File: src/design/gpm_pkg.sv
// Shared constants, types and GF(2^m) helpers for the polynomial multiplier.
// No dependencies.
package gpm_pkg;
   localparam int DEGREE     = 64;
   localparam int FIELD_BITS = 12;
   localparam int CSR_W      = 12;
   localparam int CNT_W      = $clog2(DEGREE);

   typedef logic [FIELD_BITS-1:0] field_type;
   typedef logic [CNT_W-1:0]      cnt_type;

   typedef struct packed {
      logic load;    // shift operands in from the top
      logic clr;     // zero the accumulators
      logic step;    // one Horner step
      logic drain;   // shift results toward cell 0
   } cell_ctrl_type;

   function automatic field_type gf_mul(field_type a, field_type b, field_type poly);
      field_type acc;
      acc = '0;
      for (int k = FIELD_BITS - 1; k >= 0; k--) begin
         acc = {acc[FIELD_BITS-2:0], 1'b0} ^ (acc[FIELD_BITS-1] ? poly : '0);
         if (b[k]) acc = acc ^ a;
      end
      return acc;
   endfunction

   function automatic field_type gf_mul2(field_type t, field_type poly);
      return {t[FIELD_BITS-2:0], 1'b0} ^ (t[FIELD_BITS-1] ? poly : '0);
   endfunction
endpackage

File: src/design/gpm_cell.sv
// One cell of the multiplier chain: holds a_i, a b slot and one accumulator term.
// Depends on gpm_pkg.
module gpm_cell import gpm_pkg::*; (
   input  logic          clock,
   input  cell_ctrl_type ctrl,
   input  field_type     a_hi,     // a from the cell above (load)
   input  field_type     b_hi,     // b from the cell above (load)
   input  field_type     b_lo,     // b from the cell below (step)
   input  field_type     acc_lo,   // shifted term plus reduction feedback
   input  field_type     acc_hi,   // term from above (drain)
   input  field_type     b_bcast,
   input  field_type     poly,
   output field_type     a_q,
   output field_type     b_q,
   output field_type     acc_q
);
   field_type a_ff, b_ff, acc_ff;

   always_ff @(posedge clock) begin
      if (ctrl.load) begin
         a_ff <= a_hi;
         b_ff <= b_hi;
      end else if (ctrl.step) begin
         b_ff <= b_lo;
      end
      if (ctrl.clr)
         acc_ff <= '0;
      else if (ctrl.step)
         acc_ff <= acc_lo ^ gf_mul(a_ff, b_bcast, poly);
      else if (ctrl.drain)
         acc_ff <= acc_hi;
   end

   assign a_q   = a_ff;
   assign b_q   = b_ff;
   assign acc_q = acc_ff;
endmodule

File: config.mk
export PLATFORM = sky130hd
export DESIGN_NAME = gpm_cell
export DESIGN_NICKNAME = d
export VERILOG_FILES = /design/src/design/gpm_pkg.sv /design/src/design/gpm_cell.sv
export SDC_FILE = /design/constraint.sdc
export NUM_CORES = 1
export LEC_CHECK = 0
export ABC_AREA = 1
export BUFFER_PORTS_ARGS = -buffer_cell sky130_fd_sc_hd__buf_4
export CORE_ASPECT_RATIO = 0.8
export CORE_MARGIN = 2
export CORE_UTILIZATION = 43
export CTS_CLUSTER_SIZE = 10
export DETAILED_ROUTE_END_ITERATION = 6
export PLACE_DENSITY = 0.75
export SLEW_MARGIN = 0
export SYNTH_ARGS = -nofsm -noshare
export SYNTH_HDL_FRONTEND = slang
export SYNTH_SLANG_ARGS = --single-unit
File: constraint.sdc
create_clock -name clock -period 4.9 [get_ports clock]
set_input_delay 0.245 -clock clock [delete_from_list [all_inputs] [get_ports clock]]
set_output_delay 0.245 -clock clock [all_outputs]
set_load 0.03 [all_outputs]
======== Word-level counts from Yosys, hierarchy flattened ========
Cells that the tools add are included.
operators by class
  reduce and logical (&&, ||, !) cells .... 2
  multiplexer cells ....................... 51
  bitwise logic cells ..................... 23
operators with widths
  kind                count
  two-way mux 12 bit  51
  bitwise XOR 12 bit  23
  nonzero test 2 bit  2
word-level totals
  output and inout port bits .............. 36
  word-level logic and storage cells ...... 79
  register bits after elaboration ......... 36

======== Logic depth before layout (Yosys ltp) ========
Gate-level depths: netlist (run 1).
  depth in word-level cells ............... 71
  mapped depth ............................ 47
  gate-level depth less buffers ........... 45

======== Least setup slack after synthesis (run 1) ========
No wires, ideal clock.
  path type ............................... flip-flop to flip-flop
  from .................................... register a_ff[11] (netlist: a_q[11])
  to ...................................... register acc_ff[5] (netlist: acc_q[5])
  cell stages (with the launch flop) ...... 39
  required time ........................... 4768 ps
  path buffers ............................ 4
  arrival ................................. 3876 ps
  slack ................................... 892 ps
  setup time .............................. 132 ps
  clock period less this slack ............ 4008 ps
  path through ............................ edfxtp_1 -> buf_4 -> buf_4 -> nand2_1 -> nand3_1 -> nand2_1 -> nand2_1 -> nand2_1 -> xor2_1 -> nand2_1 -> nand2_4 -> nand2_2 -> nand2_4 -> nand2_4 -> nor2_2 -> nand2_1 -> nand2_4 -> nand2_4 -> [3 not listed] -> nand3_2 -> nand2_4 -> nand2_2 -> nand2_4 -> nand2_2 -> buf_6 -> nor2_2 -> nand2_1 -> nand2_4 -> buf_4 -> nand2_1 -> nand3b_1 -> nand2_1 -> nand2_1 -> nand2_1 -> nand2_1 -> nand2_1 -> a21oi_1
between the ends
  longest elaborated chain between the ends .. 71
ends and longest elaborated chain
  element                 RTL line        source
  from (decl)             gpm_cell.sv:17  field_type a_ff, b_ff, acc_ff;
  from (signal assigned)  gpm_cell.sv:21  a_ff <= a_hi;
  two-way mux 12 bit      gpm_pkg.sv:24   if (b[k]) acc = acc ^ a;
  two-way mux 12 bit      gpm_cell.sv:28  else if (ctrl.step)
  two-way mux 12 bit      gpm_cell.sv:26  if (ctrl.clr)
  two-way mux 12 bit      gpm_pkg.sv:23   acc = {acc[FIELD_BITS-2:0], 1'b0} ^ (acc[FIELD_BITS-1] ? poly : '0);
  bitwise XOR 12 bit      gpm_pkg.sv:23
  bitwise XOR 12 bit      gpm_pkg.sv:24
  two-way mux 12 bit      gpm_pkg.sv:24
  two-way mux 12 bit      gpm_cell.sv:28
  [55 not listed]         -
  two-way mux 12 bit      gpm_pkg.sv:23
  bitwise XOR 12 bit *    gpm_pkg.sv:23
  bitwise XOR 12 bit      gpm_pkg.sv:24
  two-way mux 12 bit *    gpm_pkg.sv:24
  two-way mux 12 bit *    gpm_cell.sv:28
  two-way mux 12 bit *    gpm_cell.sv:26
  bitwise XOR 12 bit *    gpm_cell.sv:29  acc_ff <= acc_lo ^ gf_mul(a_ff, b_bcast, poly);
  two-way mux 12 bit *    gpm_cell.sv:28
  to (signal assigned)    gpm_cell.sv:29
  to (signal assigned)    gpm_cell.sv:31  acc_ff <= acc_hi;
  to (decl)               gpm_cell.sv:17
Every way passes the cells marked *; elsewhere a longest branch is shown, timed or not. The select of a mux whose other input is x is not followed.
A chain may end at the register's enable or synchronous reset.

======== Final worst setup path (run 1) ========
  from .................................... register a_ff[11] (netlist: a_q[11])
  to ...................................... register acc_ff[6] (netlist: acc_q[6])
The elaborated chain is that of the path after synthesis.

==> results of run 1 <==
[cells in the mapped netlist (12+ instances only)]
cell and number:
o21ai_0 13, a21oi_1 12, nor2_1 35, nand3b_1 22
xor2_1 15, inv_1 185, nand4_1 21, nand2_1 710
dfxtp_1 12, nand3_1 200, nand2_2 12, clkbuf_1 34
edfxtp_1 24, xnor2_1 17
[timing repair]
action	4_1_cts	5_1_grt
resized for setup	0	7
setup endpoints to repair	0	12
buffers inserted	0	10
[area by class of cell]
| cell class | instances | area share, % |
|---|---|---|
| clock buffers | 6 | 1.56 |
| clock inverters | 2 | 0.423 |
| inverters | 188 | 8.57 |
| multi-input cells | 1102 | 61.1 |
| flip-flops and latches | 36 | 11.6 |
| well taps | 215 | 3.25 |
| repair buffers | 148 | 13.5 |
[flip-flops by register name, indices dropped and copies added (netlist names)]
name   count
a_q       12
acc_q     12
b_q       12
[worst reg2reg max path, delay by kind of cell (launching register included)]
kind                   cells  cell delay, ps
AOI/OAI and AO/OA          1              50
buffers and inverters      5             510
DFF                        1             510
and+or+nand+nor           31            3270
[worst paths after layout]
| path | startpoint | to | cells after the start |
|---|---|---|---|
| worst max-delay path | a_q[11] | acc_q[6] | 37 |
| worst min register to register | acc_q[3] | acc_q[3] | 2 |
| worst min-delay path | a_hi[9] | a_q[9] | 1 |
| worst max register to register | a_q[11] | acc_q[6] | 37 |
[per-stage QoR]
step / area [µm²] / hold WS, ps
2_1_floorplan: 6970 / 314
5_1_grt: 8280 / 117
4_1_cts: 8170 / 116
6_report: 8280 / 123
3_5_place_dp: 8010 / 425
3_3_place_gp: 8010 / 423
[kinds of logic (layout without fill, tap and decap cells)]
group | count (synthesis) | after routing | synth area share [%]
AND/OR/NAND/NOR | 1025 | 1025 | 63.5
XOR/XNOR | 36 | 36 | 5.33
buffers and inverters | 244 | 344 | 13.9
flip-flops | 36 | 36 | 13.8
AO/OA/AOI/OAI | 41 | 41 | 3.43
[power groups by stage]
| stage | Sequential, W | Clock, W | Combinational (W) |
|---|---|---|---|
| after floorplan | 0.000490 | 0 | 0.00173 |
| after global placement | 0.000418 | 0 | 0.00218 |
| after detailed placement | 0.000420 | 0 | 0.00225 |
| after CTS | 0.000415 | 0.000382 | 0.00225 |
| after global routing | 0.000420 | 0.000394 | 0.00270 |
| final | 0.000414 | 0.000375 | 0.00235 |
[layer usage]
| metal | up-vias | global-route usage [%] |
|---|---|---|
| met5 | - | 0 |
| met4 | 0 | 6.86 |
| met3 | 37 | 5.16 |
| met2 | 331 | 40.3 |
| met1 | 3879 | 34.0 |
| li1 | 4480 | - |
==> reports/results.tsv, run 1 <==
stage	metric	value	unit
power	swShare	53.9	%
layout	final_cells	1697	
drt	vias	8727	
synthesis	synth_largest_area_cell	nand2_1	
drt	wl_met1	9.81	mm
floorplanning	ioPinCount	125	
critical_path	critPathTopFamily	simple AND/OR/NAND/NOR gates	
floorplanning	start_util	44.1	%
clock_network	hold_buffers	0	
sta	clock.fmax	224	MHz
clock_network	htreeDepth	2	
place	gp_congestion	0.914	
layout	antenna_cells	0	
drt	wire_per_inst	12.5	µm
critical_path	cp.required	5090	ps
sta	fin_crit	4450	ps
layout	drive_gt1_share	13.4	%
layout	nNetsFinal	1570	
floorplanning	rows	41	
synthesis	syn-cell-area	6970	µm²
synthesis	synth_edf_count	24	
drt	wl_met3	1.96	mm
grt	track_usage	25.0	%
layout	multiInputGateArea	5060	µm²
layout	final_common_cell	nand2_1	
synthesis	synth_seq_cells	36	
clock_network	cts_tree	built	
power	ir_drop	0.000162	V
layout	areaGrowthSynthToFinish	18.9	%
floorplanning	dieHeight	118	µm
drt	dr_wl_met2	9.14	mm
critical_path	slowest_stage	edfxtp_1	
flow_run	drv_cap	0	
grt	antenna_found_initial	0	
critical_path	timing.critical_path.buf_inv	5	
grt	grt_max_degree	26	
floorplanning	dieArea	17200	µm²
sta	relSlewSlack	48.2	%
sta	post-route-period-util	90.9	%
grt	grt_overflow	0	
synthesis	yosys_warnings	0	
grt	grt_pass1_vias	7797	
clock_network	cts_sinks	36	
clock_network	cts.clk_slew.worst_paths	60	ps
clock_network	cts_buffer_depth	2	
layout	mostFrequentLayoutCells	nand2_1 (709), nand3_1 (200), inv_1 (184)	
critical_path	path_class	flip-flop to flip-flop	
synthesis	async_flop_share	0	%
drt	antenna_left	0	
critical_path	cpPeakStageDelay	510	ps
synthesis	syn_area_per_cell	5.04	µm²
power	p_int	0.00145	W
drt	drt_iter0_markers	653	
synthesis	synthFlopType	edfxtp_1	
sta	skew	3.67	ps
layout	fillers	1668	
power	clkPwrFrac	11.9	%
power	power	0.00314	W
critical_path	cp-start-kind	flip-flop	
clock_network	clk_latency	290	ps
power	p_seq_share	13.2	%
synthesis	yosysTopAreaCellShare	38.3	%
place	dp_hpwl	17.2	mm
sta	tightest_slew	774	ps
synthesis	syn_nets	1471	
floorplanning	die_w	146	µm
synthesis	synth-seq-area-share	13.8	%
critical_path	crit_fanout	19	
sta	rsz0062_at_grt	false	
drt	routed_wl	21.3	mm
drt	highest_layer	met4	
grt	grt_pass1_wl	36.2	mm
drt	avgViaCountPerCell	5.14	
power	p_leak	5.26	nW
sta	setup_tns	0	ps
sta	finalSetupViolations	0	
sta	setup_ws	446	ps
synthesis	yosys-top-cells-area	nand2_1 (38%), nand3_1 (14%), edfxtp_1 (10%), inv_1 (10%), dfxtp_1 (3.4%)	
power	net-switching-power	0.00169	W
clock_network	cts-root-buf	clkbuf_16	
drt	drc	0	
place	placed_cells	1679	
critical_path	arrival	4640	ps
synthesis	syn_inst	1382	
critical_path	reg2reg_setup_slack	450	ps
critical_path	cp_common_cell	nand2_1	
layout	final_core_util	52.4	%
sta	hold_violations	0	
power	comb_power_share	74.9	%
clock_network	numCtsBuffers	5	
layout	seqCellArea	961	µm²
floorplanning	core_area	15800	µm²
place	io_buffer_count	124	
synthesis	ys_types	30	
drt	dr.pass1.iters	6	
outcome	status	finished clean	
sta	drv_slew	0	
power	powerDensity	380	nW/µm²
critical_path	end_kind	flip-flop	
place	pre_cts_ws	80.5	ps
hold_path	hold_class	input pin to flip-flop	
(Power assumes the default switching activity.)
==> inputs of run 2 (changes only) <==
- CORE_MARGIN: 2 -> 5
- HOLD_SLACK_MARGIN: not set -> 0.15
==> run 2 against run 1 <==
Net effect: global-route usage decreased by 2.2 points; hold slack improved by 89 ps; non-clock buffer count increased by 20; die area increased by 9.4%; final cell count increased by 1.2%; register-to-register slack about the same; design area increased by 2.4%; clock skew about the same; sequential share of layout area decreased by 0.28 points; critical path depth increased by 4; setup slack improved by 13 ps; sequential power about the same.
==> reports/results.tsv, run 2 (synthesized netlist as in run 1, its figures left out) <==
stage	metric	value	unit	change
outcome	status	finished clean		unchanged
clock_network	cts_sinks	36		unchanged
grt	track_usage	22.8	%	was 25.0%
flow_run	drv_cap	0		unchanged
sta	hold_violations	0		unchanged
clock_network	cts_buffer_depth	2		unchanged
critical_path	cpPeakStageDelay	420	ps	was 510 ps
hold_path	hold_class	input pin to flip-flop		unchanged
floorplanning	start_util	43.9	%	was 44.1%
grt	grt_max_degree	26		unchanged
layout	final_common_cell	nand2_1		unchanged
critical_path	cp_common_cell	nand2_1		unchanged
clock_network	numCtsBuffers	5		unchanged
place	io_buffer_count	124		unchanged
floorplanning	dieHeight	124	µm	was 118 µm
drt	wire_per_inst	12.8	µm	was 12.5 µm
critical_path	crit_fanout	19		unchanged
clock_network	cts_tree	built		unchanged
layout	mostFrequentLayoutCells	nand2_1 (708), nand3_1 (200), inv_1 (184)		was nand2_1 (709), nand3_1 (200), inv_1 (184)
critical_path	cp.required	5080	ps	was 5090 ps
place	placed_cells	1677		was 1679
critical_path	critPathTopFamily	simple AND/OR/NAND/NOR gates		unchanged
critical_path	cp-start-kind	flip-flop		unchanged
grt	grt_pass1_wl	36.3	mm	was 36.2 mm
sta	fin_crit	4440	ps	was 4450 ps
layout	drive_gt1_share	13.8	%	was 13.4%
critical_path	path_class	flip-flop to flip-flop		unchanged
power	ir_drop	0.000175	V	was 0.000162 V
sta	hold_slack	212	ps	was 123 ps
place	gp_congestion	0.968		was 0.914
sta	clock.fmax	225	MHz	was 224 MHz
grt	antenna_found_initial	0		unchanged
floorplanning	ioPinCount	125		unchanged
power	p_leak	5.36	nW	was 5.26 nW
layout	finalInstanceArea	8480	µm²	was 8280 µm²
drt	vias	8745		was 8727
clock_network	htreeDepth	2		unchanged
drt	dr.pass1.iters	5		was 6
power	powerDensity	377	nW/µm²	was 380 nW/µm²
sta	skew	3.81	ps	was 3.67 ps
floorplanning	die_w	152	µm	was 146 µm
floorplanning	core_area	15900	µm²	was 15800 µm²
critical_path	end_kind	flip-flop		unchanged
floorplanning	dieArea	18900	µm²	was 17200 µm²
drt	drc	0		unchanged
grt	grt_overflow	0		unchanged
sta	finalSetupViolations	0		unchanged
place	dp_hpwl	17.3	mm	was 17.2 mm
critical_path	arrival	4630	ps	was 4640 ps
drt	drt_iter0_markers	837		was 653
drt	antenna_left	0		unchanged
layout	areaGrowthSynthToFinish	21.7	%	was 18.9%
sta	post-route-period-util	90.6	%	was 90.9%
sta	drv_slew	0		unchanged
layout	nNetsFinal	1590		was 1570
drt	avgViaCountPerCell	5.09		was 5.14
layout	antenna_cells	0		unchanged
sta	relSlewSlack	48.2	%	about the same
sta	tightest_slew	775	ps	was 774 ps
clock_network	clk_latency	290	ps	about the same
critical_path	slowest_stage	edfxtp_1		unchanged
drt	routed_wl	21.9	mm	was 21.3 mm
layout	final_core_util	53.5	%	was 52.4%
clock_network	cts.clk_slew.worst_paths	60	ps	about the same
floorplanning	rows	41		unchanged
clock_network	cts-root-buf	clkbuf_16		unchanged
grt	grt_pass1_vias	7636		was 7797
sta	setup_tns	0	ps	unchanged
layout	final_cells	1717		was 1697
critical_path	timing.critical_path.buf_inv	8		was 5
place	placed_area	7990	µm²	was 8010 µm²
[run 2: repair_timing]
item / 4_1_cts / 5_1_grt
setup endpoints to repair: 0 / 12
hold endpoints to repair: 12 / 0
buffers inserted: 0 / 20
hold buffers: 12 / 0
resized for setup: 0 / 10
[run 2: final cells by class]
class	count	area (µm²)
Fill cell	1606	7370
Multi-Input combinational cell	1102	5070
Timing Repair Buffer	168	1300
Sequential cell	36	961
Inverter	188	709
Tap cell	215	269
Clock buffer	5	125
Clock inverter	3	42.5
[run 2: final timing paths]
path	start	endpoint	slack (ps)	cells after the start
setup / recovery	a_q[11]	acc_q[10]	460	41
hold / removal	ctrl[2]	acc_q[9]	210	2
setup reg to reg	a_q[11]	acc_q[10]	460	41
hold reg to reg	acc_q[3]	acc_q[3]	470	2
[run 2: where the power goes]
part           switching, W  leakage [nW]  internal [W]
combinational       0.00153          4.94      0.000882
clock              0.000142        0.0798      0.000239
sequential        0.0000385         0.341      0.000372
[run 2: worst reg2reg max path, delay by kind of cell, from the launching register on]
kind            cells  cell delay [ps]
flops               1              420
compound gates      1               50
simple gates       32             2980
buf+inv             8              870
[run 2: metrics by stage]
stage | worst slack [ps] | total power [W]
after floorplan | 892 | 0.00222
after global placement | 304 | 0.00259
after detailed placement | 38.4 | 0.00264
after CTS | 13.5 | 0.00304
after global routing | -39.9 | 0.00357
final | 459 | 0.00320
[run 2: layer usage]
layer	routed length [µm]	global-route usage, %	vias up
li1	-	-	4514
met1	9800	31.2	3815
met2	9570	38.4	379
met3	2250	3.99	37
met4	279	3.93	0
met5	0	0	-
==> inputs of run 3 (changes only) <==
- CORE_MARGIN: 5 -> 2
==> run 3 against run 2 <==
Net effect: register-to-register slack is essentially flat; largest cell class unchanged; final cell count shrank 0.47%; wire length shrank 1.8%; non-clock buffer count shrank 8; combinational power shrank 2%; clock skew is essentially flat; clock power shrank 2%; largest power group unchanged.
==> reports/results.tsv, run 3 (synthesized netlist as in run 1, its figures left out) <==
stage	metric	value	unit	change
outcome	status	finished clean		unchanged
place	io_buffer_count	124		unchanged
sta	tightest_slew	766	ps	was 775 ps
drt	vias	8807		was 8745
drt	wire_per_inst	12.6	µm	was 12.8 µm
flow_run	drv_cap	0		unchanged
sta	drv_slew	0		unchanged
clock_network	numCtsBuffers	5		unchanged
drt	avgViaCountPerCell	5.15		was 5.09
layout	finalInstanceArea	8400	µm²	was 8480 µm²
grt	grt_pass1_vias	7867		was 7636
sta	rsz0062_at_grt	false		
place	dp_hpwl	17.2	mm	was 17.3 mm
critical_path	timing.rr.start	a_q[11]		unchanged
clock_network	cts_buffer_depth	2		unchanged
layout	final_common_cell	nand2_1		unchanged
floorplanning	die_w	146	µm	was 152 µm
floorplanning	rows	41		unchanged
grt	grt_max_degree	26		unchanged
power	clkPwrFrac	11.9	%	about the same
layout	drive_gt1_share	13.3	%	was 13.8%
sta	post-route-period-util	90.8	%	was 90.6%
power	power	0.00315	W	was 0.00320 W
grt	met2_usage	40.8	%	was 38.4%
sta	finalSetupViolations	0		unchanged
hold_path	hold_depth	3		was 2
power	ir_drop	0.000162	V	was 0.000175 V
sta	setup_ws	449	ps	was 459 ps
place	placed_area	8010	µm²	was 7990 µm²
critical_path	cpPeakStageDelay	500	ps	was 420 ps
sta	hold_violations	0		unchanged
clock_network	htreeDepth	2		unchanged
critical_path	arrival	4640	ps	was 4630 ps
hold_path	hold_class	input pin to flip-flop		unchanged
drt	dr.pass1.iters	6		was 5
layout	antenna_cells	0		unchanged
clock_network	cts_sinks	36		unchanged
power	p_leak	5.31	nW	was 5.36 nW
power	swShare	53.8	%	was 53.3%
hold_path	hp-start	b_lo[3]		was ctrl[2]
floorplanning	start_util	44.1	%	was 43.9%
critical_path	cp-start-kind	flip-flop		unchanged
grt	track_usage	25.2	%	was 22.8%
floorplanning	dieArea	17200	µm²	was 18900 µm²
floorplanning	dieHeight	118	µm	was 124 µm
critical_path	startpoint	a_q[11]		unchanged
sta	clock.fmax	225	MHz	about the same
power	comb_power_share	75.0	%	was 75.2%
grt	antenna_found_initial	0		unchanged
power	powerDensity	375	nW/µm²	was 377 nW/µm²
critical_path	reg2reg_setup_slack	450	ps	was 460 ps
drt	antenna_left	0		unchanged
power	p_int	0.00146	W	was 0.00149 W
sta	setup_tns	0	ps	unchanged
drt	drt_iter0_markers	734		was 837
place	placed_cells	1679		was 1677
floorplanning	ioPinCount	125		unchanged
grt	grt_busiest_layer	met2		unchanged
critical_path	end_kind	flip-flop		unchanged
sta	skew	4.08	ps	was 3.81 ps
grt	met3_usage	5.08	%	was 3.99%
critical_path	crit_fanout	19		unchanged
clock_network	cts-root-buf	clkbuf_16		unchanged
layout	mostFrequentLayoutCells	nand2_1 (709), nand3_1 (200), inv_1 (184)		was nand2_1 (708), nand3_1 (200), inv_1 (184)
sta	fin_crit	4450	ps	was 4440 ps
grt	grtUsageMet1	34.2	%	was 31.2%
power	net-switching-power	0.00169	W	was 0.00171 W
place	gp_congestion	0.914		was 0.968
critical_path	cp_common_cell	nand2_1		unchanged
critical_path	timing.rr.end	acc_q[6]		was acc_q[10]
grt	grt_overflow	0		unchanged
clock_network	cts.clk_slew.worst_paths	60	ps	about the same
sta	relSlewSlack	48.8	%	was 48.2%
clock_network	cts_tree	built		unchanged
critical_path	crit_path_end	acc_q[6]		was acc_q[10]
floorplanning	core_area	15800	µm²	was 15900 µm²
drt	routed_wl	21.5	mm	was 21.9 mm
drt	drc	0		unchanged
critical_path	path_class	flip-flop to flip-flop		unchanged
critical_path	r2r_cells	36		was 41
critical_path	slowest_stage	edfxtp_1		unchanged
critical_path	cp.required	5090	ps	was 5080 ps
clock_network	clk_latency	290	ps	about the same
layout	areaGrowthSynthToFinish	20.6	%	was 21.7%
grt	grt_pass1_wl	36.5	mm	was 36.3 mm
layout	nNetsFinal	1582		was 1590
layout	final_cells	1709		was 1717
power	p_seq_share	13.1	%	was 12.8%
place	pre_cts_ws	80.5	ps	was 38.4 ps
[run 3: layout make-up]
cell class	count	area (µm²)
Fill cell	1652	7400
Tap cell	215	269
Clock inverter	2	35.0
Inverter	188	709
Sequential cell	36	961
Clock buffer	6	129
Timing Repair Buffer	160	1230
Multi-Input combinational cell	1102	5060
[run 3: what timing repair did]
item | 4_1_cts | 5_1_grt
setup endpoints to repair | 0 | 12
hold endpoints to repair | 12 | 0
hold buffers | 12 | 0
buffers inserted | 0 | 10
resized for setup | 0 | 7
[run 3: worst max-delay path, delay by kind of cell (launching register included)]
family	cells	cell delay, ps
DFF	1	500
and+or+nand+nor	29	3200
buffers and inverters	6	560
AOI/OAI and AO/OA	1	50
[run 3: per-stage QoR]
stage | utilization [%] | hold slack, ps
2_1_floorplan | - | 314
3_3_place_gp | 50.7 | 423
3_5_place_dp | 50.7 | 425
4_1_cts | 52.5 | 205
5_1_grt | 53.2 | 220
6_report | 53.2 | 212
[run 3: worst min path at each step]
stage | to
floorplan | acc_q[8]
global placement | a_q[0]
detailed placement | a_q[6]
CTS | b_q[3]
global route | acc_q[5]
finish | b_q[3]
[run 3: power groups by stage]
stage          clock network, W  registers (W)  logic [W]
2_1_floorplan                 0       0.000490    0.00173
3_3_place_gp                  0       0.000418    0.00218
3_5_place_dp                  0       0.000420    0.00225
4_1_cts                0.000382       0.000415    0.00226
5_1_grt                0.000394       0.000420    0.00271
6_report               0.000375       0.000414    0.00236
[run 3: metal layers]
layer,part of all wire (%),wire [µm]
met1,45,9750
met2,43,9240
met3,9.6,2060
met4,2.1,455
met5,0,0
